$ cat src/rtl/assert_macros.svh
// Assertion helpers shared by the RTL.
`ifndef ASSERT_MACROS_SVH
`define ASSERT_MACROS_SVH

`ifndef SYNTHESIS

// Check that a property holds on every clock edge outside reset.
`define U8_ASSERT(lbl, clk, rst_n, prop, msg) \
    lbl: assert property (@(posedge clk) disable iff (!rst_n) (prop)) else $error(msg);

// Check that a condition never holds outside reset.
`define U8_ASSERT_NEVER(lbl, clk, rst_n, cond, msg) \
    lbl: assert property (@(posedge clk) disable iff (!rst_n) !(cond)) else $error(msg);

`else

`define U8_ASSERT(lbl, clk, rst_n, prop, msg)
`define U8_ASSERT_NEVER(lbl, clk, rst_n, cond, msg)

`endif

`endif

$ cat src/rtl/u8enc_pkg.sv
package u8enc_pkg;

    localparam int unsigned QUEUE_DEPTH = 4;

    localparam logic [15:0] HI_SURR_MIN = 16'hD800;
    localparam logic [15:0] HI_SURR_MAX = 16'hDBFF;
    localparam logic [15:0] LO_SURR_MIN = 16'hDC00;
    localparam logic [15:0] LO_SURR_MAX = 16'hDFFF;
    localparam logic [20:0] SUPP_BASE   = 21'h10000;
    localparam logic [20:0] MAX_ONE     = 21'h00007F;
    localparam logic [20:0] MAX_TWO     = 21'h0007FF;
    localparam logic [20:0] MAX_THREE   = 21'h00FFFF;
    localparam logic [7:0]  LEAD_TWO    = 8'hC0;
    localparam logic [7:0]  LEAD_THREE  = 8'hE0;
    localparam logic [7:0]  LEAD_FOUR   = 8'hF0;
    localparam logic [7:0]  CONT_MARK   = 8'h80;

    localparam logic MODE_UTF16 = 1'b0;
    localparam logic MODE_UTF32 = 1'b1;

    // One queued job: an optional lone held surrogate, then an optional code point.
    typedef struct packed {
        logic        pre_valid;
        logic [15:0] pre_cp;
        logic        main_valid;
        logic [20:0] main_cp;
        logic        last;
    } t_job;

    typedef struct packed {
        logic held_valid;
        logic mode;
    } t_front_status;

    typedef enum logic {
        SEG_PRE,
        SEG_MAIN
    } t_seg_phase;

    // Index of the final byte of a code point's UTF-8 form (length minus one).
    function automatic logic [1:0] last_idx(input logic [20:0] cp);
        logic [1:0] r;
        if (cp <= MAX_ONE) begin
            r = 2'd0;
        end else if (cp <= MAX_TWO) begin
            r = 2'd1;
        end else if (cp <= MAX_THREE) begin
            r = 2'd2;
        end else begin
            r = 2'd3;
        end
        return r;
    endfunction

    // Byte number idx (0 = lead byte) of a code point's UTF-8 form.
    function automatic logic [7:0] utf8_byte(input logic [20:0] cp, input logic [1:0] idx);
        logic [1:0] n;
        logic [1:0] pos;
        logic [7:0] b;
        n   = last_idx(cp);
        pos = n - idx;
        if (idx == 2'd0) begin
            unique case (n)
                2'd0:    b = {1'b0, cp[6:0]};
                2'd1:    b = LEAD_TWO   | {3'b000, cp[10:6]};
                2'd2:    b = LEAD_THREE | {4'b0000, cp[15:12]};
                default: b = LEAD_FOUR  | {5'b00000, cp[20:18]};
            endcase
        end else begin
            unique case (pos)
                2'd0:    b = CONT_MARK | {2'b00, cp[5:0]};
                2'd1:    b = CONT_MARK | {2'b00, cp[11:6]};
                default: b = CONT_MARK | {2'b00, cp[17:12]};
            endcase
        end
        return b;
    endfunction

endpackage

$ cat src/rtl/u8enc_queue.sv
module u8enc_queue #(
    parameter int unsigned DEPTH = u8enc_pkg::QUEUE_DEPTH
) (
    input  logic             i_clk,
    input  logic             i_rst_n,
    input  logic             i_wr_en,
    input  u8enc_pkg::t_job  i_wr_data,
    output logic             o_full,
    input  logic             i_rd_en,
    output u8enc_pkg::t_job  o_rd_data,
    output logic             o_empty
);

    localparam int unsigned AW = (DEPTH > 1) ? $clog2(DEPTH) : 1;
    localparam int unsigned CW = $clog2(DEPTH + 1);
    localparam logic [AW-1:0] LAST_PTR = AW'(DEPTH - 1);
    localparam logic [CW-1:0] FULL_CNT = CW'(DEPTH);

    u8enc_pkg::t_job r_mem [DEPTH];
    logic [AW-1:0]   r_wr_ptr, n_wr_ptr;
    logic [AW-1:0]   r_rd_ptr, n_rd_ptr;
    logic [CW-1:0]   r_count,  n_count;

    logic do_wr, do_rd;

    assign o_full  = (r_count == FULL_CNT);
    assign o_empty = (r_count == '0);
    assign do_wr   = i_wr_en && !o_full;
    assign do_rd   = i_rd_en && !o_empty;
    assign o_rd_data = r_mem[r_rd_ptr];

    always_comb begin
        n_wr_ptr = r_wr_ptr;
        n_rd_ptr = r_rd_ptr;
        n_count  = r_count;
        if (do_wr) begin
            n_wr_ptr = (r_wr_ptr == LAST_PTR) ? '0 : r_wr_ptr + 1'b1;
        end
        if (do_rd) begin
            n_rd_ptr = (r_rd_ptr == LAST_PTR) ? '0 : r_rd_ptr + 1'b1;
        end
        if (do_wr && !do_rd) begin
            n_count = r_count + 1'b1;
        end else if (do_rd && !do_wr) begin
            n_count = r_count - 1'b1;
        end
    end

    always_ff @(posedge i_clk) begin
        if (!i_rst_n) begin
            r_wr_ptr <= '0;
            r_rd_ptr <= '0;
            r_count  <= '0;
        end else begin
            r_wr_ptr <= n_wr_ptr;
            r_rd_ptr <= n_rd_ptr;
            r_count  <= n_count;
        end
    end

    always_ff @(posedge i_clk) begin
        if (do_wr) begin
            r_mem[r_wr_ptr] <= i_wr_data;
        end
    end

endmodule

$ cat src/rtl/u8enc_front.sv
module u8enc_front (
    input  logic                      i_clk,
    input  logic                      i_rst_n,
    input  logic                      i_cfg_valid,
    input  logic                      i_cfg_data,
    input  logic                      i_accept,
    input  logic [20:0]               i_code_unit,
    input  logic                      i_last_unit,
    output u8enc_pkg::t_job           o_job,
    output logic                      o_job_valid,
    output u8enc_pkg::t_front_status  o_status
);

    logic        r_mode;
    logic        r_held_valid, n_held_valid;
    logic [15:0] r_held,       n_held;

    logic [15:0] unit16;
    logic        is_hi, is_lo;
    u8enc_pkg::t_job job;

    assign unit16 = i_code_unit[15:0];
    assign is_hi  = (unit16 >= u8enc_pkg::HI_SURR_MIN) && (unit16 <= u8enc_pkg::HI_SURR_MAX);
    assign is_lo  = (unit16 >= u8enc_pkg::LO_SURR_MIN) && (unit16 <= u8enc_pkg::LO_SURR_MAX);

    // Classify the unit: pair, lone held surrogate, hold, or plain code point.
    always_comb begin
        job          = '0;
        job.last     = i_last_unit;
        n_held_valid = r_held_valid;
        n_held       = r_held;
        if (r_mode == u8enc_pkg::MODE_UTF32) begin
            job.main_valid = 1'b1;
            job.main_cp    = i_code_unit;
        end else if (r_held_valid && is_lo) begin
            job.main_valid = 1'b1;
            job.main_cp    = u8enc_pkg::SUPP_BASE + {1'b0, r_held[9:0], unit16[9:0]};
            n_held_valid   = 1'b0;
        end else begin
            job.pre_valid = r_held_valid;
            job.pre_cp    = r_held;
            n_held_valid  = 1'b0;
            if (is_hi && !i_last_unit) begin
                n_held_valid = 1'b1;
                n_held       = unit16;
            end else begin
                job.main_valid = 1'b1;
                job.main_cp    = {5'b00000, unit16};
            end
        end
    end

    assign o_job       = job;
    assign o_job_valid = job.pre_valid || job.main_valid;
    assign o_status    = '{held_valid: r_held_valid, mode: r_mode};

    always_ff @(posedge i_clk) begin
        if (!i_rst_n) begin
            r_mode       <= u8enc_pkg::MODE_UTF16;
            r_held_valid <= 1'b0;
        end else if (i_cfg_valid) begin
            // Drop any held surrogate on a mode write.
            r_mode       <= i_cfg_data;
            r_held_valid <= 1'b0;
        end else if (i_accept) begin
            r_held_valid <= n_held_valid;
        end
    end

    always_ff @(posedge i_clk) begin
        if (i_accept) begin
            r_held <= n_held;
        end
    end

endmodule

$ cat src/rtl/u8enc_back.sv
module u8enc_back (
    input  logic             i_clk,
    input  logic             i_rst_n,
    input  u8enc_pkg::t_job  i_job,
    input  logic             i_job_valid,
    output logic             o_job_pop,
    input  logic             i_pop,
    output logic             o_empty,
    output logic [7:0]       o_out_byte,
    output logic             o_run_last,
    output logic             o_string_last
);

    u8enc_pkg::t_seg_phase r_phase, n_phase;
    logic [1:0]  r_idx, n_idx;
    logic        r_out_valid;
    logic [7:0]  r_out_byte;
    logic        r_run_last;
    logic        r_string_last;

    logic        eff_main;
    logic [20:0] cur_cp;
    logic        seg_last;
    logic        job_done;
    logic        advance;
    logic [7:0]  cur_byte;

    assign advance = i_job_valid && (!r_out_valid || i_pop);

    // Output logic: pick the segment and byte in flight.
    always_comb begin
        eff_main = (r_phase == u8enc_pkg::SEG_MAIN) || !i_job.pre_valid;
        cur_cp   = eff_main ? i_job.main_cp : {5'b00000, i_job.pre_cp};
        seg_last = (r_idx == u8enc_pkg::last_idx(cur_cp));
        job_done = seg_last && (eff_main || !i_job.main_valid);
        cur_byte = u8enc_pkg::utf8_byte(cur_cp, r_idx);
    end

    // Next state: step through bytes, then segments, then release the job.
    always_comb begin
        n_phase = r_phase;
        n_idx   = r_idx;
        if (advance) begin
            if (!seg_last) begin
                n_idx = r_idx + 1'b1;
            end else begin
                n_idx   = 2'd0;
                n_phase = job_done ? u8enc_pkg::SEG_PRE : u8enc_pkg::SEG_MAIN;
            end
        end
    end

    assign o_job_pop = advance && job_done;

    always_ff @(posedge i_clk) begin
        if (!i_rst_n) begin
            r_phase     <= u8enc_pkg::SEG_PRE;
            r_idx       <= 2'd0;
            r_out_valid <= 1'b0;
        end else begin
            r_phase <= n_phase;
            r_idx   <= n_idx;
            if (advance) begin
                r_out_valid <= 1'b1;
            end else if (i_pop) begin
                r_out_valid <= 1'b0;
            end
        end
    end

    always_ff @(posedge i_clk) begin
        if (advance) begin
            r_out_byte    <= cur_byte;
            r_run_last    <= job_done;
            r_string_last <= job_done && i_job.last;
        end
    end

    assign o_empty       = !r_out_valid;
    assign o_out_byte    = r_out_byte;
    assign o_run_last    = r_run_last;
    assign o_string_last = r_string_last;

endmodule

$ cat src/rtl/utf16_utf32_to_utf8_encoder.sv
// An item's first byte passes through the job queue, then the output register.
// Throughput: one UTF-8 byte per cycle while the reader pops; an item yields 1 to 6 bytes
// through the single byte-wide output register; a unit that is only held yields none.
// The front accepts a unit per cycle while the job queue (QUEUE_DEPTH jobs) has room.
// Reset (i_rst_n low at a clock edge, synchronous) empties the queue and the output,
// drops any held surrogate and selects UTF-16 mode.
`include "assert_macros.svh"

module utf16_utf32_to_utf8_encoder #(
    parameter int unsigned QUEUE_DEPTH = u8enc_pkg::QUEUE_DEPTH
) (
    input  logic        i_clk,
    input  logic        i_rst_n,
    // configuration write channel (mode register)
    input  logic        i_cfg_valid,
    output logic        o_cfg_ready,
    input  logic        i_cfg_data,
    // input queue side
    input  logic        push,
    output logic        full,
    input  logic [20:0] i_code_unit,
    input  logic        i_last_unit,
    // result queue side
    output logic        empty,
    input  logic        pop,
    output logic [7:0]  o_out_byte,
    output logic        o_run_last,
    output logic        o_string_last
);

    u8enc_pkg::t_job           front_job;
    logic                      front_job_valid;
    u8enc_pkg::t_front_status  front_status;
    u8enc_pkg::t_job           q_rd_data;
    logic                      q_full;
    logic                      q_empty;
    logic                      q_wr_en;
    logic                      q_rd_en;
    logic                      in_accept;
    logic                      cfg_write;

    // The user must send mode writes only while idle; the block does not enforce this and takes them at once.
    assign o_cfg_ready = 1'b1;
    assign cfg_write   = i_cfg_valid && o_cfg_ready;

    // Accept a transaction whenever the job queue has room; hold-only units push nothing.
    assign full      = q_full;
    assign in_accept = push && !q_full;
    assign q_wr_en   = in_accept && front_job_valid;

    // Front: track the held high surrogate and turn each unit into a job.
    u8enc_front u_front (
        .i_clk       (i_clk),
        .i_rst_n     (i_rst_n),
        .i_cfg_valid (cfg_write),
        .i_cfg_data  (i_cfg_data),
        .i_accept    (in_accept),
        .i_code_unit (i_code_unit),
        .i_last_unit (i_last_unit),
        .o_job       (front_job),
        .o_job_valid (front_job_valid),
        .o_status    (front_status)
    );

    // Job queue decouples classification from byte emission.
    u8enc_queue #(
        .DEPTH (QUEUE_DEPTH)
    ) u_queue (
        .i_clk     (i_clk),
        .i_rst_n   (i_rst_n),
        .i_wr_en   (q_wr_en),
        .i_wr_data (front_job),
        .o_full    (q_full),
        .i_rd_en   (q_rd_en),
        .o_rd_data (q_rd_data),
        .o_empty   (q_empty)
    );

    // Back: expand the head job to UTF-8 bytes via the output register, one per cycle when popped.
    u8enc_back u_back (
        .i_clk         (i_clk),
        .i_rst_n       (i_rst_n),
        .i_job         (q_rd_data),
        .i_job_valid   (!q_empty),
        .o_job_pop     (q_rd_en),
        .i_pop         (pop),
        .o_empty       (empty),
        .o_out_byte    (o_out_byte),
        .o_run_last    (o_run_last),
        .o_string_last (o_string_last)
    );

    // A surrogate is only ever held in UTF-16 mode.
    `U8_ASSERT_NEVER(a_held_only_utf16, i_clk, i_rst_n, front_status.held_valid && (front_status.mode == u8enc_pkg::MODE_UTF32), "surrogate held in UTF-32 mode")
    // The back never releases a job the queue does not have.
    `U8_ASSERT_NEVER(a_no_pop_when_empty, i_clk, i_rst_n, q_rd_en && q_empty, "job released from empty queue")
    // The end of a string is always the end of an item's bytes.
    `U8_ASSERT(a_string_last_ends_run, i_clk, i_rst_n, (!empty && o_string_last) |-> o_run_last, "string end without run end")
    // A job is never written into the queue while it is full.
    `U8_ASSERT_NEVER(a_no_queue_overflow, i_clk, i_rst_n, q_wr_en && q_full, "job written to full queue")

endmodule
$ cat config.mk
export PLATFORM = sky130hd
export DESIGN_NAME = utf16_utf32_to_utf8_encoder
export DESIGN_NICKNAME = d
export VERILOG_FILES = /design/src/rtl/u8enc_pkg.sv /design/src/rtl/u8enc_queue.sv /design/src/rtl/u8enc_front.sv /design/src/rtl/u8enc_back.sv /design/src/rtl/utf16_utf32_to_utf8_encoder.sv
export VERILOG_INCLUDE_DIRS = /design/src /design/src/rtl
export SDC_FILE = /design/constraint.sdc
export NUM_CORES = 1
export LEC_CHECK = 0
export BUFFER_PORTS_ARGS = -buffer_cell sky130_fd_sc_hd__buf_2
export CAP_MARGIN = 10
export CORE_AREA = 4 4 143 145
export CTS_CLUSTER_SIZE = 12
export DETAILED_ROUTE_END_ITERATION = 6
export DIE_AREA = 0 0 147 149
export GPL_TIMING_DRIVEN = 0
export SLEW_MARGIN = 20
export SYNTH_ARGS = -nofsm -noshare
export SYNTH_HDL_FRONTEND = slang
export SYNTH_SLANG_ARGS = --single-unit
export TNS_END_PERCENT = 5
$ cat constraint.sdc
create_clock -name i_clk -period 6.7 [get_ports i_clk]
set_clock_uncertainty 0.15 [all_clocks]
set_input_delay 0.67 -clock i_clk [delete_from_list [all_inputs] [get_ports i_clk]]
set_output_delay 0.67 -clock i_clk [all_outputs]
set_load 0.05 [all_outputs]
==> results of run 1 <==
logic make-up (layout without fill, tap and decap cells):
family	count (synthesis)	in the layout	share of synthesized area [%]
and+or+nand+nor	112	112	7.24
xor gates and xnor gates	7	7	0.716
DFF	201	201	68.8
muxes	67	67	14.1
adders and majority gates	14	14	2.13
other	1	1	0.0438
buffers and inverters	39	111	2.02
AOI/OAI and AO/OA	55	55	5.03
worst min path at each step:
stage	from	end	slack, ns
2_1_floorplan	u_back.r_phase	u_back.r_phase	0.29
3_3_place_gp	u_back.r_phase	u_back.r_phase	0.30
3_5_place_dp	u_back.r_phase	u_back.r_phase	0.31
4_1_cts	i_code_unit[4]	u_front.r_held[4]	0.19
5_1_grt	i_code_unit[0]	u_front.r_held[0]	0.18
6_report	i_code_unit[4]	u_front.r_held[4]	0.20
critical path, delay by kind of cell, from the launching register on:
| kind | cells | cell delay [ns] |
|---|---|---|
| simple gates | 5 | 1.01 |
| xor+xnor | 1 | 0.07 |
| fa+ha+maj | 3 | 0.85 |
| flops | 1 | 0.39 |
| buf+inv | 7 | 1.66 |
| mux | 3 | 1.31 |
| compound gates | 3 | 0.68 |
final cells by class:
| type | count | share of cell area, % |
|---|---|---|
| repair buffers | 38 | 1.95 |
| well taps | 265 | 3.39 |
| multi-input cells | 256 | 25.8 |
| flip-flops and latches | 201 | 60.2 |
| inverters | 16 | 0.653 |
| clock buffers | 26 | 5.79 |
| clock inverters | 9 | 1.05 |
| plain buffers | 22 | 1.14 |
per-stage QoR:
step	hold slack, ns	setup slack, ns	util (%)	std cells
after CTS	0.186	0.0904	50.9	834
after detailed placement	0.308	0.0124	47.4	799
after global routing	0.181	0.0479	50.9	833
final	0.202	0.466	50.9	833
after floorplan	0.286	1.43	-	496
after global placement	0.304	0.197	47.3	799
cell usage after synthesis, drive strengths merged, types with 2 or more instances:
cell type  number
a211o           4
a21boi          3
a21o            2
a21oi           7
a22o            5
a31oi           3
and2           34
and3            3
buf            12
clkbuf         11
clkinv          2
dfxtp          15
edfxtp        186
ha             13
inv            14
mux2           11
mux2i          16
mux4           40
nand2          23
nand3           9
nand3b          3
nand4           4
nor2           12
nor2b           5
nor3            5
o21ai           7
o22a            2
o31ai           5
or2             2
or3             2
or4             3
xnor2           4
xor2            3
power groups by stage:
stage          registers (W)  logic [W]  clock network, W
4_1_cts              0.00161   0.000939           0.00115
3_5_place_dp         0.00164   0.000933                 0
3_3_place_gp         0.00163   0.000906                 0
6_report             0.00161   0.000943           0.00113
5_1_grt              0.00163    0.00101           0.00121
2_1_floorplan        0.00173   0.000581                 0
state kept, by name, summed over array words and instances (netlist names), named ones only:
| register | cells |
|---|---|
| u_back.o_out_byte | 8 |
| u_back.o_run_last | 1 |
| u_back.o_string_last | 1 |
| u_back.r_idx | 2 |
| u_back.r_out_valid | 1 |
| u_back.r_phase | 1 |
| u_front.r_held | 16 |
| u_front.r_held_valid | 1 |
| u_front.r_mode | 1 |
| u_queue.r_count | 3 |
| u_queue.r_mem | 160 |
| u_queue.r_rd_ptr | 2 |
| u_queue.r_wr_ptr | 2 |
repair_timing:
action	in CTS	in global routing
hold buffers	0	0
endpoints found under the setup margin	1	2
gates resized for setup	1	3
metal layers:
| layer | vias up | wire, um | track usage (%) |
|---|---|---|---|
| met5 | - | 0 | 0 |
| met4 | 0 | 482 | 4.61 |
| met3 | 43 | 1080 | 3.19 |
| met2 | 153 | 8990 | 29.0 |
| met1 | 2341 | 7870 | 23.2 |
| li1 | 2089 | - | - |
==> impl_metrics.yaml, run 1 <==
sta:
  grt_setup_unrepaired: "no"
  hold_viol_final: 0
  finalMaxSlewViolations: 0
  tightestPinTransition_ns: 0.888
  min_period_ns: 6.23
  finalSetupViolations: 0
  final.setup.tns_ns: 0
  slew_headroom_pct: 40.8
  fmax_mhz: 160
  fin_crit_sh_pct: 93.0
pwr:
  p_leak_nw: 3.26
  power_w: 0.00369
  p_sw_w: 0.00112
  seqPwrFrac_pct: 43.7
  power.density_mw_per_mm2: 377
  power.share.combinational_pct: 25.6
  p_sw_share_pct: 30.4
  power_frac_clock_pct: 30.7
  worst_ir_drop_vdd_uv: 220
  intPower_w: 0.00257
finish:
  fill_cells: 1582
  layout_common_cells: "186 x edfxtp_1, 45 x buf_2, 36 x mux4_2"
  drive_above_1_share_pct: 24.5
  area.growth.synth_to_final_pct: 14.2
  seq_area_mm2: 0.00589
  multi_input_area_mm2: 0.00252
  diodes: 0
  fin_area_mm2: 0.00977
  final_common_cell: "edfxtp_1"
  final_nets: 599
grt:
  grt_overflow_total: 0
  grt_usage_pct: 17.2
  grt_pass1_wl_um: 28500
  grt_max_degree: 41
  antenna_found_initial: 0
  grt_pass1_vias: 4848
floorplanning:
  die_area_mm2: 0.0219
  rows: 51
  die_y_um: 149
  initial_core_util_pct: 44.6
  coreArea_mm2: 0.0192
  die_x_um: 147
  ios: 41
setup_path:
  critPathMaxStageDelay_ns: 0.57
  cp_common_cell: "buf_2"
  start_kind: "flip-flop"
  crit_chain: "buf_6 > buf_2 > mux4_2 > nand2_1 > buf_2 > buf_2 > mux4_2 > nor3_1 > o211ai_1 > a22oi_1 > ha_1 > clkinvlp_4 > nor2_1 > nand3_1 > mux2i_2 > inv_1 > ha_1 > inv_1 > fa_1 > xor2_1 > or3_1 > a21boi_0"
  r2r_cells: 22
  timing.critical_path.to_type: "flip-flop"
  cp.required_ns: 6.96
  rrSetupSlack_ns: 0.47
  worst-path-max-fanout: 10
  r2r_end: "u_queue.r_count[2]"
  crit_type: "flip-flop to flip-flop"
  worst_ep_arrival_time_ns: 6.50
  critPathSlowestCell: "mux4_2"
  cp-endpoint: "u_queue.r_count[2]"
yosys:
  yosysTopAreaCellShare_pct: 65.3
  synth_top_area_cell: "edfxtp_1"
  ys_top_cells_by_area: "edfxtp_1 65%, mux4_2 9.5%, dfxtp_1 3.5%"
  synth_edf_count: 186
  avgSynthCellArea_um2: 17.3
  yosys_most_used_dff: "edfxtp_1"
  ys.warnings.count: 0
  synthesis.area_mm2: 0.00856
  ys_ff_latch: 201
  seq_area_frac_synth_pct: 68.8
  synthArstFlopShare_pct: 0
  netlist_instances: 496
  syn-num-nets: 538
  ys_types: 67
route:
  wirelength_um: 18400
  avgRoutedWirePerCell_um: 22.1
  vias_per_cell: 5.55
  drt_iter0_drc: 347
  detail-route-antenna-nets: 0
  vias: 4626
  firstDrtPassIters: 6
  drc: 0
place:
  gp_congestion: 0.908
  numPortBuffers: 38
  dpl.hpwl_um: 12100
  place_area_mm2: 0.00910
clock_tree:
  cts_max_level: 1
  cts_setup_buffers: 0
  numCtsBuffers: 22
  path_clk_slew_ns: 0.06
  root_buffer: "clkbuf_16"
  clkLatencyLatePin_ns: 0.51
  clkSinkCount: 201
  cts_tree: "done"
  cts.path.max_buffers: 3
worst_hold_path:
  min-delay-path-class: "input port to flip-flop"
  holdPathStages: 1
outcome:
  status: "finished clean"
job:
  drv_cap: 0
Power figures use the tool's default switching activity.
==> run 2, diff against run 1 <==
--- a/config.mk
+++ b/config.mk
@@ -6,12 +6,12 @@
 export SDC_FILE = /design/constraint.sdc
 export NUM_CORES = 1
 export LEC_CHECK = 0
-export BUFFER_PORTS_ARGS = -buffer_cell sky130_fd_sc_hd__buf_2
 export CAP_MARGIN = 10
 export CORE_AREA = 4 4 143 145
 export CTS_CLUSTER_SIZE = 12
 export DETAILED_ROUTE_END_ITERATION = 6
 export DIE_AREA = 0 0 147 149
+export DONT_BUFFER_PORTS = 1
 export GPL_TIMING_DRIVEN = 0
 export SLEW_MARGIN = 20
 export SYNTH_ARGS = -nofsm -noshare
==> run 2 against run 1 <==
Effect of this change: count of clock-buffer cells in the layout rose by 2; via count shrank 4.6%; worst hold slack got worse by 0.091 ns; sequential power grew 7%; non-clock buffer count decreased by 36; worst setup slack improved by 0.035 ns; fmax rose by 0.57%; critical path type unchanged; critical endpoint unchanged; largest cell class unchanged; highest routed layer unchanged.
==> impl_metrics.yaml, run 2 (synthesis gave the netlist of run 1 again) <==
setup_path:
  crit_chain: "buf_6 > buf_2 > mux4_2 > nand2_1 > buf_2 > buf_2 > mux4_2 > nor3_1 > o211ai_1 > a22oi_1 > ha_1 > clkinvlp_4 > nor2_1 > nand3_1 > mux2i_2 > inv_1 > ha_1 > inv_1 > fa_1 > xor2_1 > or3_1 > a21boi_0"
  start_kind: "flip-flop"
  critPathSlowestCell: "mux4_2"
  timing.critical_path.to_type: "flip-flop"
  crit_type: "flip-flop to flip-flop"
  worst-path-max-fanout: 10
  worst_ep_arrival_time_ns: 6.47
  cp_common_cell: "buf_2"
  cp.required_ns: 6.97
  r2r_end: "u_queue.r_count[2]"
  r2r_cells: 22
  rrSetupSlack_ns: 0.50
  critPathMaxStageDelay_ns: 0.58
worst_hold_path:
  holdPathStages: 0
  min-delay-path-class: "input port to flip-flop"
  hold_end: "u_front.r_held[9]"
  hold_start: "i_code_unit[9]"
finish:
  area.growth.synth_to_final_pct: 12.6
  diodes: 0
  fin_area_mm2: 0.00964
  final_common_cell: "edfxtp_1"
  largest_register_ffs: 160
  largest_register: "u_queue.r_mem"
  final_nets: 564
  drive_above_1_share_pct: 19.6
  layout_common_cells: "186 x edfxtp_1, 36 x mux4_2, 30 x and2_1"
floorplanning:
  coreArea_mm2: 0.0192
  die_area_mm2: 0.0219
  ios: 41
  die_y_um: 149
  rows: 51
  initial_core_util_pct: 44.6
  die_x_um: 147
place:
  numPortBuffers: 0
  place_area_mm2: 0.00893
  dpl.hpwl_um: 11800
  gp_congestion: 0.880
grt:
  grt_overflow_total: 0
  antenna_found_initial: 1
  grt_pass1_wl_um: 27600
  grt_pass1_vias: 4585
  grt_max_degree: 41
  grt_usage_pct: 16.7
sta:
  finalMaxSlewViolations: 0
  fin_crit_sh_pct: 92.5
  min_period_ns: 6.20
  hold_viol_final: 0
  slew_headroom_pct: 40.9
  finalSetupViolations: 0
  fmax_mhz: 161
  tightestPinTransition_ns: 0.887
  final.setup.tns_ns: 0
  grt_setup_unrepaired: "no"
pwr:
  p_leak_nw: 3.13
  worst_ir_drop_vdd_uv: 226
  power.density_mw_per_mm2: 383
clock_tree:
  cts.path.max_buffers: 3
  cts_tree: "done"
  clkSinkCount: 201
  cts_hold_buf: 0
  numCtsBuffers: 23
  root_buffer: "clkbuf_16"
  path_clk_slew_ns: 0.06
  clkLatencyLatePin_ns: 0.50
  cts_max_level: 1
outcome:
  status: "finished clean"
route:
  vias: 4413
  avgRoutedWirePerCell_um: 22.5
  wirelength_um: 18100
  firstDrtPassIters: 4
  drc: 0
  vias_per_cell: 5.51
  drt_iter0_drc: 252
  detail-route-antenna-nets: 0
job:
  drv_cap: 0
run 2: power by group:
group	internal (W)	switching, W	total, W
Sequential	0.00157	0.000151	0.00172
Combinational	0.000307	0.000490	0.000797
Clock	0.000706	0.000470	0.00118
run 2: repair_timing:
item                                    in CTS  in global routing
setup buffers                                0                  0
endpoints found under the setup margin       0                  3
gates resized for setup                      0                  5
run 2: worst max path at each step:
stage                    from            endpoint  slack, ns  cells past startpoint
global route        flip-flop  u_queue.r_count[2]       0.03                     22
global placement    flip-flop  u_queue.r_count[2]       0.22                     20
detailed placement  flip-flop  u_queue.r_count[2]       0.06                     20
floorplan           flip-flop  u_queue.r_count[2]       1.43                     23
CTS                 flip-flop  u_queue.r_count[2]       0.02                     20
finish              flip-flop  u_queue.r_count[2]       0.50                     22
run 2: critical path, delay by kind of cell (launching register included):
family                   cells  cell delay [ns]
AO/OA/AOI/OAI                3             0.67
XOR/XNOR                     1             0.08
adder cells (fa/ha/maj)      3             0.83
buffers and inverters        7             1.66
flip-flops                   1             0.41
multiplexers                 3             1.32
AND/OR/NAND/NOR              5             0.99
run 2: layer usage:
layer / up-vias / wire [um] / track usage, %
met2: 108 / 8870 / 28.0
met1: 2253 / 7720 / 22.4
met5: - / 0 / 0
li1: 2027 / - / -
met3: 25 / 1140 / 3.95
met4: 0 / 331 / 4.24
run 2: metrics by stage:
stage | hold slack [ns] | instances | setup WS (ns) | utilization, % | power, W
after global routing | 0.0845 | 801 | 0.0256 | 50.2 | 0.00386
final | 0.112 | 801 | 0.502 | 50.2 | 0.00369
after CTS | 0.0923 | 802 | 0.0222 | 50.2 | 0.00371
after floorplan | 0.286 | 496 | 1.43 | - | 0.00231
after global placement | 0.305 | 761 | 0.216 | 46.3 | 0.00251
after detailed placement | 0.310 | 763 | 0.0638 | 46.5 | 0.00254
run 2: area by class of cell:
| cell class | instances | area [um2] |
|---|---|---|
| plain buffers | 22 | 111 |
| clock buffers | 28 | 594 |
| clock inverters | 11 | 110 |
| fillers | 1595 | 9570 |
| inverters | 16 | 63.8 |
| multi-input cells | 256 | 2530 |
| flip-flops and latches | 201 | 5890 |
| well taps | 265 | 332 |
| repair buffers | 2 | 11.3 |
